[config.mk]
export PLATFORM = sky130hd
export DESIGN_NAME = bounded_sequential_list_flat
export DESIGN_NICKNAME = d
export VERILOG_FILES = /design/src/hw/rtl/bsl_pkg.sv /design/src/hw/rtl/bsl_if.sv /design/src/hw/rtl/bounded_sequential_list.sv /design/src/hw/rtl/bsl_cell.sv /design/src/hw/rtl/bsl_ctrl.sv /design/src/flat_wrapper.sv
export SDC_FILE = /design/constraint.sdc
export NUM_CORES = 1
export LEC_CHECK = 0
export BUFFER_PORTS_ARGS = -buffer_cell sky130_fd_sc_hd__buf_2
export CORE_AREA = 2 2 167 169
export DETAILED_ROUTE_END_ITERATION = 7
export DIE_AREA = 0 0 169 171
export HOLD_SLACK_MARGIN = 0.15
export PLACE_DENSITY = 0.8
export SKIP_CTS_REPAIR_TIMING = 1
export SYNTH_ARGS = -nofsm -noshare
export SYNTH_HDL_FRONTEND = slang
export SYNTH_HIERARCHICAL = 1
export SYNTH_SLANG_ARGS = --single-unit
[constraint.sdc]
create_clock -name clk -period 6.66 [get_ports clk]
set_input_delay 0.333 -clock clk [delete_from_list [all_inputs] [get_ports clk]]
set_output_delay 0.333 -clock clk [all_outputs]
set_load 0.005 [all_outputs]
[src/hw/rtl/bsl_pkg.sv]
// Shared codes and types for the bounded sequential list.
`default_nettype none

package bsl_pkg;

  // Operation codes; the codes above clear mean nothing and change nothing
  localparam logic [2:0] OP_GET    = 3'd0;
  localparam logic [2:0] OP_LOCATE = 3'd1;
  localparam logic [2:0] OP_INSERT = 3'd2;
  localparam logic [2:0] OP_DELETE = 3'd3;
  localparam logic [2:0] OP_CLEAR  = 3'd4;

  // Result status codes
  localparam logic [1:0] ST_OK       = 2'd0;
  localparam logic [1:0] ST_BADPOS   = 2'd1;
  localparam logic [1:0] ST_FULL     = 2'd2;
  localparam logic [1:0] ST_NOTFOUND = 2'd3;

  // Command broadcast from the controller to every cell
  typedef struct packed {
    logic       load;   // copy slot into scan register
    logic       shift;  // scan register takes right neighbour's scan
    logic       ins;    // open a gap at pos and write elem there
    logic       del;    // close the gap at pos
    logic [4:0] pos;    // 1-based position
    logic [7:0] elem;
  } cell_cmd_t;

  // One result item
  typedef struct packed {
    logic [1:0] status;
    logic [7:0] value;
    logic [4:0] found_at;
    logic [4:0] count;
    logic       is_empty;
  } res_t;

endpackage

`default_nettype wire

[src/hw/rtl/bsl_if.sv]
// Valid/ready channel interfaces for requests and results.
`default_nettype none

interface bsl_req_if;
  logic       valid;
  logic       ready;
  logic [2:0] op;
  logic [4:0] position;
  logic [7:0] element;

  modport source (output valid, output op, output position, output element, input ready);
  modport sink   (input valid, input op, input position, input element, output ready);
endinterface

interface bsl_rsp_if;
  logic       valid;
  logic       ready;
  logic [1:0] status;
  logic [7:0] value;
  logic [4:0] found_at;
  logic [4:0] count;
  logic       is_empty;

  modport source (output valid, output status, output value, output found_at,
                  output count, output is_empty, input ready);
  modport sink   (input valid, input status, input value, input found_at,
                  input count, input is_empty, output ready);
endinterface

`default_nettype wire

[src/hw/rtl/bounded_sequential_list.sv]
// Top level of the bounded sequential list: cell row, sequencer, result register.
`default_nettype none

// Ordered list of up to CAPACITY bytes held in a row of cells, one slot per
// cell. Insert and delete shift every cell of the row by one place at once,
// so insert, clear, unknown ops and any failed check give their result in the
// cycle after the request transfer. Get and delete at position p, and locate
// with its first match at position m, walk a snapshot of the row through the
// scan chain one cell per cycle toward cell 0, and a locate miss walks the
// whole list first. One request is worked on at a time; the next is taken
// once the current result is issued and the result register is free or
// being emptied. Slot contents are not cleared by reset or clear; only the
// length is.
module bounded_sequential_list #(
  parameter int unsigned CAPACITY = 16
) (
  input  wire         clk,
  input  wire         rst,
  bsl_req_if.sink     req,
  bsl_rsp_if.source   rsp
);

  bsl_pkg::cell_cmd_t cmd;
  bsl_pkg::res_t      res;
  logic               res_valid;
  logic               out_free;
  logic [7:0]         slot [CAPACITY];
  logic [7:0]         scan [CAPACITY];
  logic               out_valid;
  bsl_pkg::res_t      out_r;

  assign out_free = !out_valid || rsp.ready;

  bsl_ctrl #(
    .CAPACITY (CAPACITY)
  ) u_ctrl (
    .clk       (clk),
    .rst       (rst),
    .in_valid  (req.valid),
    .in_ready  (req.ready),
    .op        (req.op),
    .position  (req.position),
    .element   (req.element),
    .out_free  (out_free),
    .scan0     (scan[0]),
    .cmd       (cmd),
    .res_valid (res_valid),
    .res       (res)
  );

  // Row of cells; the ends see zero neighbours
  for (genvar i = 0; i < CAPACITY; i++) begin : g_cell
    logic [7:0] left_slot;
    logic [7:0] right_slot;
    logic [7:0] right_scan;
    if (i == 0) begin : g_first
      assign left_slot = 8'h00;
    end else begin : g_inner_l
      assign left_slot = slot[i-1];
    end
    if (i == CAPACITY - 1) begin : g_last
      assign right_slot = 8'h00;
      assign right_scan = 8'h00;
    end else begin : g_inner_r
      assign right_slot = slot[i+1];
      assign right_scan = scan[i+1];
    end
    bsl_cell #(
      .IDX (i)
    ) u_cell (
      .clk        (clk),
      .cmd        (cmd),
      .left_slot  (left_slot),
      .right_slot (right_slot),
      .right_scan (right_scan),
      .slot       (slot[i]),
      .scan       (scan[i])
    );
  end

  // Result register
  always_ff @(posedge clk) begin
    if (rst) begin
      out_valid <= 1'b0;
    end else if (res_valid) begin
      out_valid <= 1'b1;
    end else if (rsp.ready) begin
      out_valid <= 1'b0;
    end
  end

  always_ff @(posedge clk) begin
    if (res_valid) begin
      out_r <= res;
    end
  end

  assign rsp.valid    = out_valid;
  assign rsp.status   = out_r.status;
  assign rsp.value    = out_r.value;
  assign rsp.found_at = out_r.found_at;
  assign rsp.count    = out_r.count;
  assign rsp.is_empty = out_r.is_empty;

`ifndef SYNTHESIS
  a_no_overwrite: assert property (@(posedge clk) disable iff (rst)
    res_valid |-> (!out_valid || rsp.ready))
    else $error("result produced while output still held");

  a_busy_blocks: assert property (@(posedge clk) disable iff (rst)
    (req.valid && req.ready && !res_valid) |=> !req.ready)
    else $error("request taken while a scan is running");
`endif

endmodule

`default_nettype wire

[src/hw/rtl/bsl_cell.sv]
// One list cell: a stored slot plus a scan register in the read-out chain.
`default_nettype none

module bsl_cell #(
  parameter int unsigned IDX = 0
) (
  input  wire                      clk,
  input  bsl_pkg::cell_cmd_t       cmd,
  input  wire  [7:0]               left_slot,
  input  wire  [7:0]               right_slot,
  input  wire  [7:0]               right_scan,
  output logic [7:0]               slot,
  output logic [7:0]               scan
);

  logic ins_here;
  logic ins_up;
  logic del_take;

  // Where this cell sits relative to the operation's position
  assign ins_here = cmd.ins && (32'(cmd.pos) == IDX + 1);
  assign ins_up   = cmd.ins && (32'(cmd.pos) <= IDX);
  assign del_take = cmd.del && (32'(cmd.pos) <= IDX + 1);

  // Slot: shift up on insert, down on delete
  always_ff @(posedge clk) begin
    priority if (ins_here) begin
      slot <= cmd.elem;
    end else if (ins_up) begin
      slot <= left_slot;
    end else if (del_take) begin
      slot <= right_slot;
    end
  end

  // Scan chain: snapshot, then march toward cell 0
  always_ff @(posedge clk) begin
    priority if (cmd.load) begin
      scan <= slot;
    end else if (cmd.shift) begin
      scan <= right_scan;
    end
  end

endmodule

`default_nettype wire

[src/hw/rtl/bsl_ctrl.sv]
// Sequencer: position checks, length, scan walk and result build.
`default_nettype none

module bsl_ctrl #(
  parameter int unsigned CAPACITY = 16
) (
  input  wire                   clk,
  input  wire                   rst,
  input  wire                   in_valid,
  output logic                  in_ready,
  input  wire  [2:0]            op,
  input  wire  [4:0]            position,
  input  wire  [7:0]            element,
  input  wire                   out_free,
  input  wire  [7:0]            scan0,
  output bsl_pkg::cell_cmd_t    cmd,
  output logic                  res_valid,
  output bsl_pkg::res_t         res
);

  localparam int unsigned FW = $clog2(CAPACITY + 1);
  localparam int unsigned CW = ((FW > 5) ? FW : 5) + 1;

  typedef enum logic [1:0] {
    S_IDLE = 2'b01,
    S_SCAN = 2'b10
  } state_t;

  state_t        state, state_next;
  logic [FW-1:0] fill, fill_next;
  logic [FW-1:0] k, k_next;
  logic [2:0]    op_r;
  logic [4:0]    pos_r;
  logic [7:0]    elem_r;
  logic          accept;
  logic [CW-1:0] fill_x;
  logic [CW-1:0] pos_x;
  logic [CW-1:0] k_x;
  logic          pos_ok_rd;
  logic          pos_ok_ins;

  assign in_ready = (state == S_IDLE) && out_free;
  assign accept   = in_valid && in_ready;

  // Position checks against the current length
  assign fill_x     = CW'(fill);
  assign pos_x      = CW'(position);
  assign k_x        = CW'(k);
  assign pos_ok_rd  = (position != 5'd0) && (pos_x <= fill_x);
  assign pos_ok_ins = (position != 5'd0) && (pos_x <= fill_x + CW'(1));

  // Next state, cell command and result
  always_comb begin
    state_next   = state;
    fill_next    = fill;
    k_next       = k;
    res_valid    = 1'b0;
    res          = '0;
    res.status   = bsl_pkg::ST_OK;
    cmd          = '0;
    cmd.pos      = (state == S_IDLE) ? position : pos_r;
    cmd.elem     = (state == S_IDLE) ? element : elem_r;
    unique case (state)
      S_IDLE: begin
        if (accept) begin
          unique case (op)
            bsl_pkg::OP_GET, bsl_pkg::OP_DELETE: begin
              if (!pos_ok_rd) begin
                res_valid  = 1'b1;
                res.status = bsl_pkg::ST_BADPOS;
              end else begin
                cmd.load   = 1'b1;
                k_next     = '0;
                state_next = S_SCAN;
              end
            end
            bsl_pkg::OP_LOCATE: begin
              cmd.load   = 1'b1;
              k_next     = '0;
              state_next = S_SCAN;
            end
            bsl_pkg::OP_INSERT: begin
              res_valid = 1'b1;
              if (!pos_ok_ins) begin
                res.status = bsl_pkg::ST_BADPOS;
              end else if (fill_x == CW'(CAPACITY)) begin
                res.status = bsl_pkg::ST_FULL;
              end else begin
                cmd.ins   = 1'b1;
                fill_next = fill + FW'(1);
              end
            end
            bsl_pkg::OP_CLEAR: begin
              res_valid = 1'b1;
              fill_next = '0;
            end
            default: begin
              res_valid = 1'b1;
            end
          endcase
        end
      end
      S_SCAN: begin
        if (op_r == bsl_pkg::OP_LOCATE) begin
          // Compare the head of the scan chain, one element a cycle
          if (k == fill) begin
            res_valid  = 1'b1;
            res.status = bsl_pkg::ST_NOTFOUND;
            state_next = S_IDLE;
          end else if (scan0 == elem_r) begin
            res_valid    = 1'b1;
            res.found_at = 5'(k + FW'(1));
            state_next   = S_IDLE;
          end else begin
            cmd.shift = 1'b1;
            k_next    = k + FW'(1);
          end
        end else begin
          // Walk to the requested position, then read it out
          if (k_x == CW'(pos_r) - CW'(1)) begin
            res_valid  = 1'b1;
            res.value  = scan0;
            state_next = S_IDLE;
            if (op_r == bsl_pkg::OP_DELETE) begin
              cmd.del   = 1'b1;
              fill_next = fill - FW'(1);
            end
          end else begin
            cmd.shift = 1'b1;
            k_next    = k + FW'(1);
          end
        end
      end
      default: begin
        state_next = S_IDLE;
      end
    endcase
    res.count    = 5'(fill_next);
    res.is_empty = (fill_next == '0);
  end

  // Control registers
  always_ff @(posedge clk) begin
    if (rst) begin
      state <= S_IDLE;
      fill  <= '0;
      k     <= '0;
    end else begin
      state <= state_next;
      fill  <= fill_next;
      k     <= k_next;
    end
  end

  // Item held for the scan
  always_ff @(posedge clk) begin
    if (accept) begin
      op_r   <= op;
      pos_r  <= position;
      elem_r <= element;
    end
  end

`ifndef SYNTHESIS
  a_fill_bound: assert property (@(posedge clk) disable iff (rst)
    CW'(fill) <= CW'(CAPACITY))
    else $error("list length above capacity");

  a_scan_bound: assert property (@(posedge clk) disable iff (rst)
    (state == S_SCAN) |-> (k <= fill))
    else $error("scan index beyond list length");

  a_one_result: assert property (@(posedge clk) disable iff (rst)
    (state == S_SCAN && res_valid) |=> (state == S_IDLE))
    else $error("scan continued after its result");
`endif

endmodule

`default_nettype wire

[src/flat_wrapper.sv]
// flat-port wrapper written by rule: the top's interface ports become plain ports
module bounded_sequential_list_flat 
#(
  parameter int unsigned CAPACITY = 16
)
  (clk, rst, req_valid, req_op, req_position, req_element, req_ready, rsp_valid, rsp_status, rsp_value, rsp_found_at, rsp_count, rsp_is_empty, rsp_ready);
  bsl_req_if req_i ();
  bsl_rsp_if rsp_i ();
  input  wire clk;
  input  wire rst;
  input wire logic [$bits(req_i.valid)-1:0] req_valid;
  input wire logic [$bits(req_i.op)-1:0] req_op;
  input wire logic [$bits(req_i.position)-1:0] req_position;
  input wire logic [$bits(req_i.element)-1:0] req_element;
  output wire logic [$bits(req_i.ready)-1:0] req_ready;
  output wire logic [$bits(rsp_i.valid)-1:0] rsp_valid;
  output wire logic [$bits(rsp_i.status)-1:0] rsp_status;
  output wire logic [$bits(rsp_i.value)-1:0] rsp_value;
  output wire logic [$bits(rsp_i.found_at)-1:0] rsp_found_at;
  output wire logic [$bits(rsp_i.count)-1:0] rsp_count;
  output wire logic [$bits(rsp_i.is_empty)-1:0] rsp_is_empty;
  input wire logic [$bits(rsp_i.ready)-1:0] rsp_ready;
  assign req_i.valid = req_valid;
  assign req_i.op = req_op;
  assign req_i.position = req_position;
  assign req_i.element = req_element;
  assign req_ready = req_i.ready;
  assign rsp_valid = rsp_i.valid;
  assign rsp_status = rsp_i.status;
  assign rsp_value = rsp_i.value;
  assign rsp_found_at = rsp_i.found_at;
  assign rsp_count = rsp_i.count;
  assign rsp_is_empty = rsp_i.is_empty;
  assign rsp_i.ready = rsp_ready;
  bounded_sequential_list #(.CAPACITY(CAPACITY)) u_core (.clk(clk), .rst(rst), .req(req_i), .rsp(rsp_i));
endmodule
=== Yosys cells after proc, flatten, opt, wreduce, memory -nomap -nowiden ===
Cells that the tools add are included.

* Bits in latches: 0
* Flip-flop bits (word level): 306
* RAM bits: 0
* Bits in read-only memories: 0
* Memories: 0
* Bits of input ports: 20
* Output and inout port bits: 23
* Word-level logic and storage cells: 331

* Order comparisons: 19
* Divide/modulo/power cells: 0
* Bitwise gates (word level): 4
* Shift operators: 0
* Reductions and logical operators: 81
* Multiplexer cells: 142
* Equal/unequal tests: 36
* $add $sub $neg: 5
* $mul: 0

{| class="wikitable"
|+ Operators by type and width
! cell !! count
|-
| 8-bit 2-to-1 mux || 81
|-
| 5-bit 2-to-1 mux || 13
|-
| 1-bit logical AND || 52
|-
| 3-bit nonzero test || 16
|-
| 5-bit by 4-bit equality test with 1-bit output (second input constant) || 8
|-
| 5-bit by 4-bit <= comparator with 1-bit output (second input constant) || 8
|-
| 5-bit one-hot mux with 2 select lines || 4
|-
| 1-bit 2-to-1 mux || 26
|-
| 2-bit 2-to-1 mux || 11
|-
| 5-bit by 3-bit equality test with 1-bit output (second input constant) || 4
|-
| 5-bit by 3-bit <= comparator with 1-bit output (second input constant) || 4
|-
| 2-bit one-hot mux with 2 select lines || 4
|-
| 3-bit inequality test (second input constant) || 5
|-
| 5-bit by 1-bit adder with 5-bit output (second input constant) || 2
|-
| 5-bit by 2-bit equality test with 1-bit output (second input constant) || 2
|-
| 5-bit equality test (second input constant) || 2
|-
| 5-bit by 1-bit <= comparator with 1-bit output (second input constant) || 2
|-
| 5-bit by 2-bit <= comparator with 1-bit output (second input constant) || 2
|-
| 3-bit by 2-bit equality test with 1-bit output (second input constant) || 3
|-
| 8-bit equality test || 1
|-
| 7-bit AND reduction || 1
|-
| 5-bit by 1-bit adder with 6-bit output (second input constant) || 1
|-
| 3-bit by 1-bit equality test with 1-bit output (second input constant) || 2
|-
| 5-bit by 6-bit equality test with 1-bit output || 1
|-
| other kinds (25) || 32
|}

=== Logic depth before layout (Yosys ltp) ===
* Depth in word-level cells: 10
* Mapped depth: 16
* Depth with buffers taken out: 14

=== Modules after synthesis ===
The synthesis kept the hierarchy.

{| class="wikitable"
|+ Modules (own cells, without submodules)
! module !! cells an instance !! seq. area each (µm²) !! area each (µm²) !! times used
|-
| bsl_ctrl || 286 || 720.7 || 2469.9 || 1
|-
| bsl_cell (u_core.g_cell[12].u_cell ...) || 68 || 480.5 || 867.1 || 2
|-
| bsl_cell (u_core.g_cell[10].u_cell) || 79 || 480.5 || 1017.2 || 1
|-
| bsl_cell (u_core.g_cell[7].u_cell) || 78 || 480.5 || 948.4 || 1
|-
| bsl_cell (u_core.g_cell[4].u_cell) || 69 || 480.5 || 922.1 || 1
|-
| bsl_cell (u_core.g_cell[8].u_cell) || 81 || 480.5 || 907.1 || 1
|-
| bsl_cell (u_core.g_cell[11].u_cell) || 72 || 480.5 || 878.3 || 1
|-
| bsl_cell (u_core.g_cell[9].u_cell) || 70 || 480.5 || 878.3 || 1
|-
| bsl_cell (u_core.g_cell[0].u_cell) || 56 || 480.5 || 833.3 || 1
|-
| bsl_cell (u_core.g_cell[15].u_cell) || 48 || 480.5 || 822.0 || 1
|-
| bsl_cell (u_core.g_cell[13].u_cell) || 53 || 480.5 || 814.5 || 1
|-
| bsl_cell (u_core.g_cell[3].u_cell) || 48 || 480.5 || 813.3 || 1
|-
| bsl_cell (u_core.g_cell[6].u_cell) || 65 || 480.5 || 789.5 || 1
|-
| bsl_cell (u_core.g_cell[2].u_cell) || 55 || 480.5 || 788.3 || 1
|-
| +3 rows || - || - || - || -
|}

=== Worst setup path after synthesis ===
OpenSTA, ideal clock, no wires.

* Path kind: register -> register
* Start: reg u_core.u_ctrl.state[1]
* End: reg u_core.g_cell[11].u_cell.slot[0] (enable)
* Cell stages (with the launch flop): 10
* Buffers on the path: 3
* Library setup time: 0.325 ns
* Data arrival time: 5.660 ns
* Required time: 6.335 ns
* Path slack: 0.675 ns
* Cell sequence: dfxtp_1 inv_1 ha_1 buf_1 clkbuf_1 o21ai_0 nand2_1 buf_6 nor2_1 nor3_1

{| class="wikitable"
|+ RTL lines
! element !! line !! RTL
|-
| start: declaration || bsl_ctrl.sv:29 || <nowiki>state_t state, state_next;</nowiki>
|-
| start signal: assignment || bsl_ctrl.sv:149 || <nowiki>state <= state_next;</nowiki>
|-
| end signal: assignment || bsl_cell.sv:28 || <nowiki>slot <= cmd.elem;</nowiki>
|-
| end signal: assignment || bsl_cell.sv:30 || <nowiki>slot <= left_slot;</nowiki>
|-
| end signal: assignment || bsl_cell.sv:32 || <nowiki>slot <= right_slot;</nowiki>
|-
| end: declaration || bsl_cell.sv:12 || <nowiki>output logic [7:0] slot,</nowiki>
|}

==> impl_metrics.csv <==
group,metric,value,unit
setup_path,worstSetupStartpoint,"u_core/u_ctrl/fill[2]",
timing,fin_tns_setup,0,ns
drt,wl,41.7,mm
layout,drive_above_1_share,0.279,
setup_path,required,6.92,ns
setup_path,worstSetupEndpointType,"flip-flop",
placed_design,placed_area,17300,µm²
timing,finalCriticalPeriod,4.69,ns
synth,synth_area,16800,µm²
global_routing,gr-total-overflow,0,
floorplan,die_area,28900,µm²
setup_path,crit_slowest_cell,"nor2b_1",
placed_design,place.detailed.hpwl,27.7,mm
floorplan,io_pins,43,
hold_path,min_path_type,"primary input to flip-flop",
clock_tree,path_clk_slew,0.06,ns
layout,final_cell_area,18500,µm²
floorplan,core_area,27300,µm²
drt,via_count,11700,
timing,rsz0062_at_grt,"no",
synth,async_flop_share,0,
hold_path,min_from,"rsp_ready",
setup_path,worstPathArrival,4.94,ns
synth,ys.flop_type,"edfxtp_1",
timing,slew_viol_final,0,
outcome,status,"complete, no violations",
placed_design,place_congestion,0.873,
drt,ant_nets,0,
global_routing,grt_use_met2,0.486,
flow_run,drv_cap,0,
layout,finalNetCount,1413,
global_routing,met1_usage,0.390,
clock_tree,cts_made_buffers,34,
global_routing,grt_pass1_wl,64.7,mm
floorplan,fp-row-count,61,
drt,drc_errors,0,
clock_tree,cts-htree-levels,2,
clock_tree,cts_tree,"yes",
setup_path,r2r_start,"u_core/u_ctrl/fill[2]",
power_and_ir_drop,power.density,324,nW/µm²
synth,yosysTopAreaCell,"edfxtp_1",
synth,yosys_warnings,6,
layout,area_growth,9.66,%
setup_path,r2r_slack,1.97,ns
setup_path,critPathMaxStageDelay,0.71,ns
floorplan,die_y,171,µm
timing,tightest_slew,1.37,ns
synth,yosysMostFrequentCell,"edfxtp_1",
synth,synthCells,1320,
placed_design,io_buffers,42,
setup_path,rr_worst_depth,13,
setup_path,cpMostUsedCell,"a21oi_1",
setup_path,r2r-end,"u_core/g_cell[8].u_cell/slot[6]",
timing,period_share,0.704,
global_routing,grt_util_all_layers,0.291,
setup_path,cp-start-kind,"flip-flop",
global_routing,grt_pass1_vias,11400,
global_routing,grt_util_met3,0.0400,
global_routing,antenna_found_initial,0,
setup_path,cp_max_fo,23,
power_and_ir_drop,p_leak,0.00619,µW
setup_path,crit_path_cell_trace,"inv_1 -> nor3_1 -> xnor2_1 -> ha_1 -> a21o_1 -> a21oi_1 -> a21oi_1 -> nor2_1 -> nand3_1 -> nor2_4 -> nor2b_1 -> nand4_1 -> o221a_1",
drt,drtIter0Drc,1509,
timing,whs,0.145,ns
synth,synth.distinct_cells,104,
timing,clock_skew,0.0229,ns
clock_tree,ctsLongestPathBuffers,3,
global_routing,top_usage_layer,"met2",
synth,yosys.area.top_type_share,0.522,
clock_tree,cts_sinks,306,
clock_tree,cts_root_buffer,"clkbuf_16",
floorplan,die_width,169,µm
synth,synth-seq-cells,306,
timing,fmax,213,MHz
synth,synth_edf_count,293,
timing,finalHoldViolations,0,
clock_tree,clock_latency,0.52,ns
timing,setup_violations,0,
synth,yosysSeqAreaShare,0.538,
global_routing,grt_max_degree,81,
setup_path,criticalPathCategory,"flip-flop to flip-flop",
drt,avgViaCountPerCell,6.69,
synth,synth_common_cells,"293 x edfxtp_1, 155 x mux2_2, 81 x nor2_1",
floorplan,start_util,0.616,
synth,avgSynthCellArea,12.8,µm²
synth,synth.area.top_cells,"edfxtp_1 52%, mux2_2 10%, nor2_1 1.8%",
drt,drt-wirelength-per-cell,23.9,µm
drt,drt_pass1_iterations,6,
timing,slew_headroom,0.0801,
setup_path,crit_path_end,"u_core/g_cell[8].u_cell/slot[6]",
power_and_ir_drop,ir_worst_vdd,0.000279,V
==> cells by family after synthesis <==
logic type / Yosys count / share of synthesized area
buffers and inverters: 106 / 0.0357
other: 1 / 0.000223
xor gates and xnor gates: 24 / 0.0125
DFF: 306 / 0.538
AOI/OAI and AO/OA: 263 / 0.117
muxes: 192 / 0.127
and+or+nand+nor: 412 / 0.158
adders and majority gates: 16 / 0.0119
==> flip-flops by register name (all words and copies together) (netlist names) <==
| register | cells |
|---|---|
| u_core/g_cell.u_cell/scan | 128 |
| u_core/g_cell.u_cell/slot | 128 |
| u_core/rsp.count | 5 |
| u_core/rsp.found_at | 5 |
| u_core/rsp.is_empty | 1 |
| u_core/rsp.status | 2 |
| u_core/rsp.valid | 1 |
| u_core/rsp.value | 8 |
| u_core/u_ctrl/elem_r | 8 |
| u_core/u_ctrl/fill | 5 |
| u_core/u_ctrl/k | 5 |
| u_core/u_ctrl/op_r | 3 |
| u_core/u_ctrl/pos_r | 5 |
| u_core/u_ctrl/state | 2 |
==> cell type report <==
class | instances | area, µm²
fillers | 1944 | 8850
repair buffers | 73 | 483
well taps | 346 | 433
clock buffers | 46 | 927
flip-flops and latches | 306 | 9060
multi-input cells | 931 | 7330
diodes | 1 | 2.50
clock inverters | 13 | 120
inverters | 31 | 116
==> layer usage <==
metal	wire, µm	up-vias
li1	-	5226
met1	16700	5726
met2	20100	626
met3	3440	117
met4	1490	0
met5	0	-
==> worst min-delay path by stage <==
stage / endpoint / depth (start not counted)
3_5_place_dp: u_core/rsp.valid / 2
4_1_cts: u_core/u_ctrl/elem_r[4] / 1
2_1_floorplan: u_core/rsp.valid / 1
5_1_grt: u_core/rsp.valid / 3
3_3_place_gp: u_core/rsp.valid / 2
6_report: u_core/rsp.valid / 3
==> report_power, final <==
part	internal [µW]	switching, µW
clock	1050	736
combinational	552	1200
sequential	2370	71.4
==> cell usage in the layout, fill, tap and decap left out, drive strengths merged, types with 10 or more instances in the layout <==
master	netlist	layout
xnor2	17	17
nand4b	11	11
mux2i	20	20
or3b	18	18
conb	1	24
o21ai	46	46
nand2	41	41
nand3b	10	10
a21oi	45	45
clkbuf	33	46
nor2b	10	10
buf	42	57
mux2	172	172
and3	10	10
dfxtp	13	13
nand3	35	35
nand2b	24	24
a31oi	44	44
nor3	70	70
inv	31	32
o22ai	19	19
nor4b	12	12
edfxtp	293	293
a221o	16	16
nor4	10	10
and2	30	30
nor2	83	83
or2	21	21
ha	16	16
dlygate4sd3	0	16
==> stage by stage <==
step	total power, µW	std cells	utilization	setup WS (ns)
global placement	4150	1671	0.632	2.35
finish	5980	1747	0.676	1.97
global route	6210	1746	0.676	1.65
detailed placement	4190	1671	0.632	2.12
CTS	5970	1730	0.670	2.09
floorplan	3750	1343	-	0.675
==> worst max-delay path: cells and delay by family, from the launching register on <==
family          cells  cell delay [ns]
simple gates        6             2.39
compound gates      4             0.91
flops               1             0.52
fa+ha+maj           1             0.26
buf+inv             1             0.17
xor+xnor            1             0.17
Note: power is estimated with default switching activity, not from simulation.
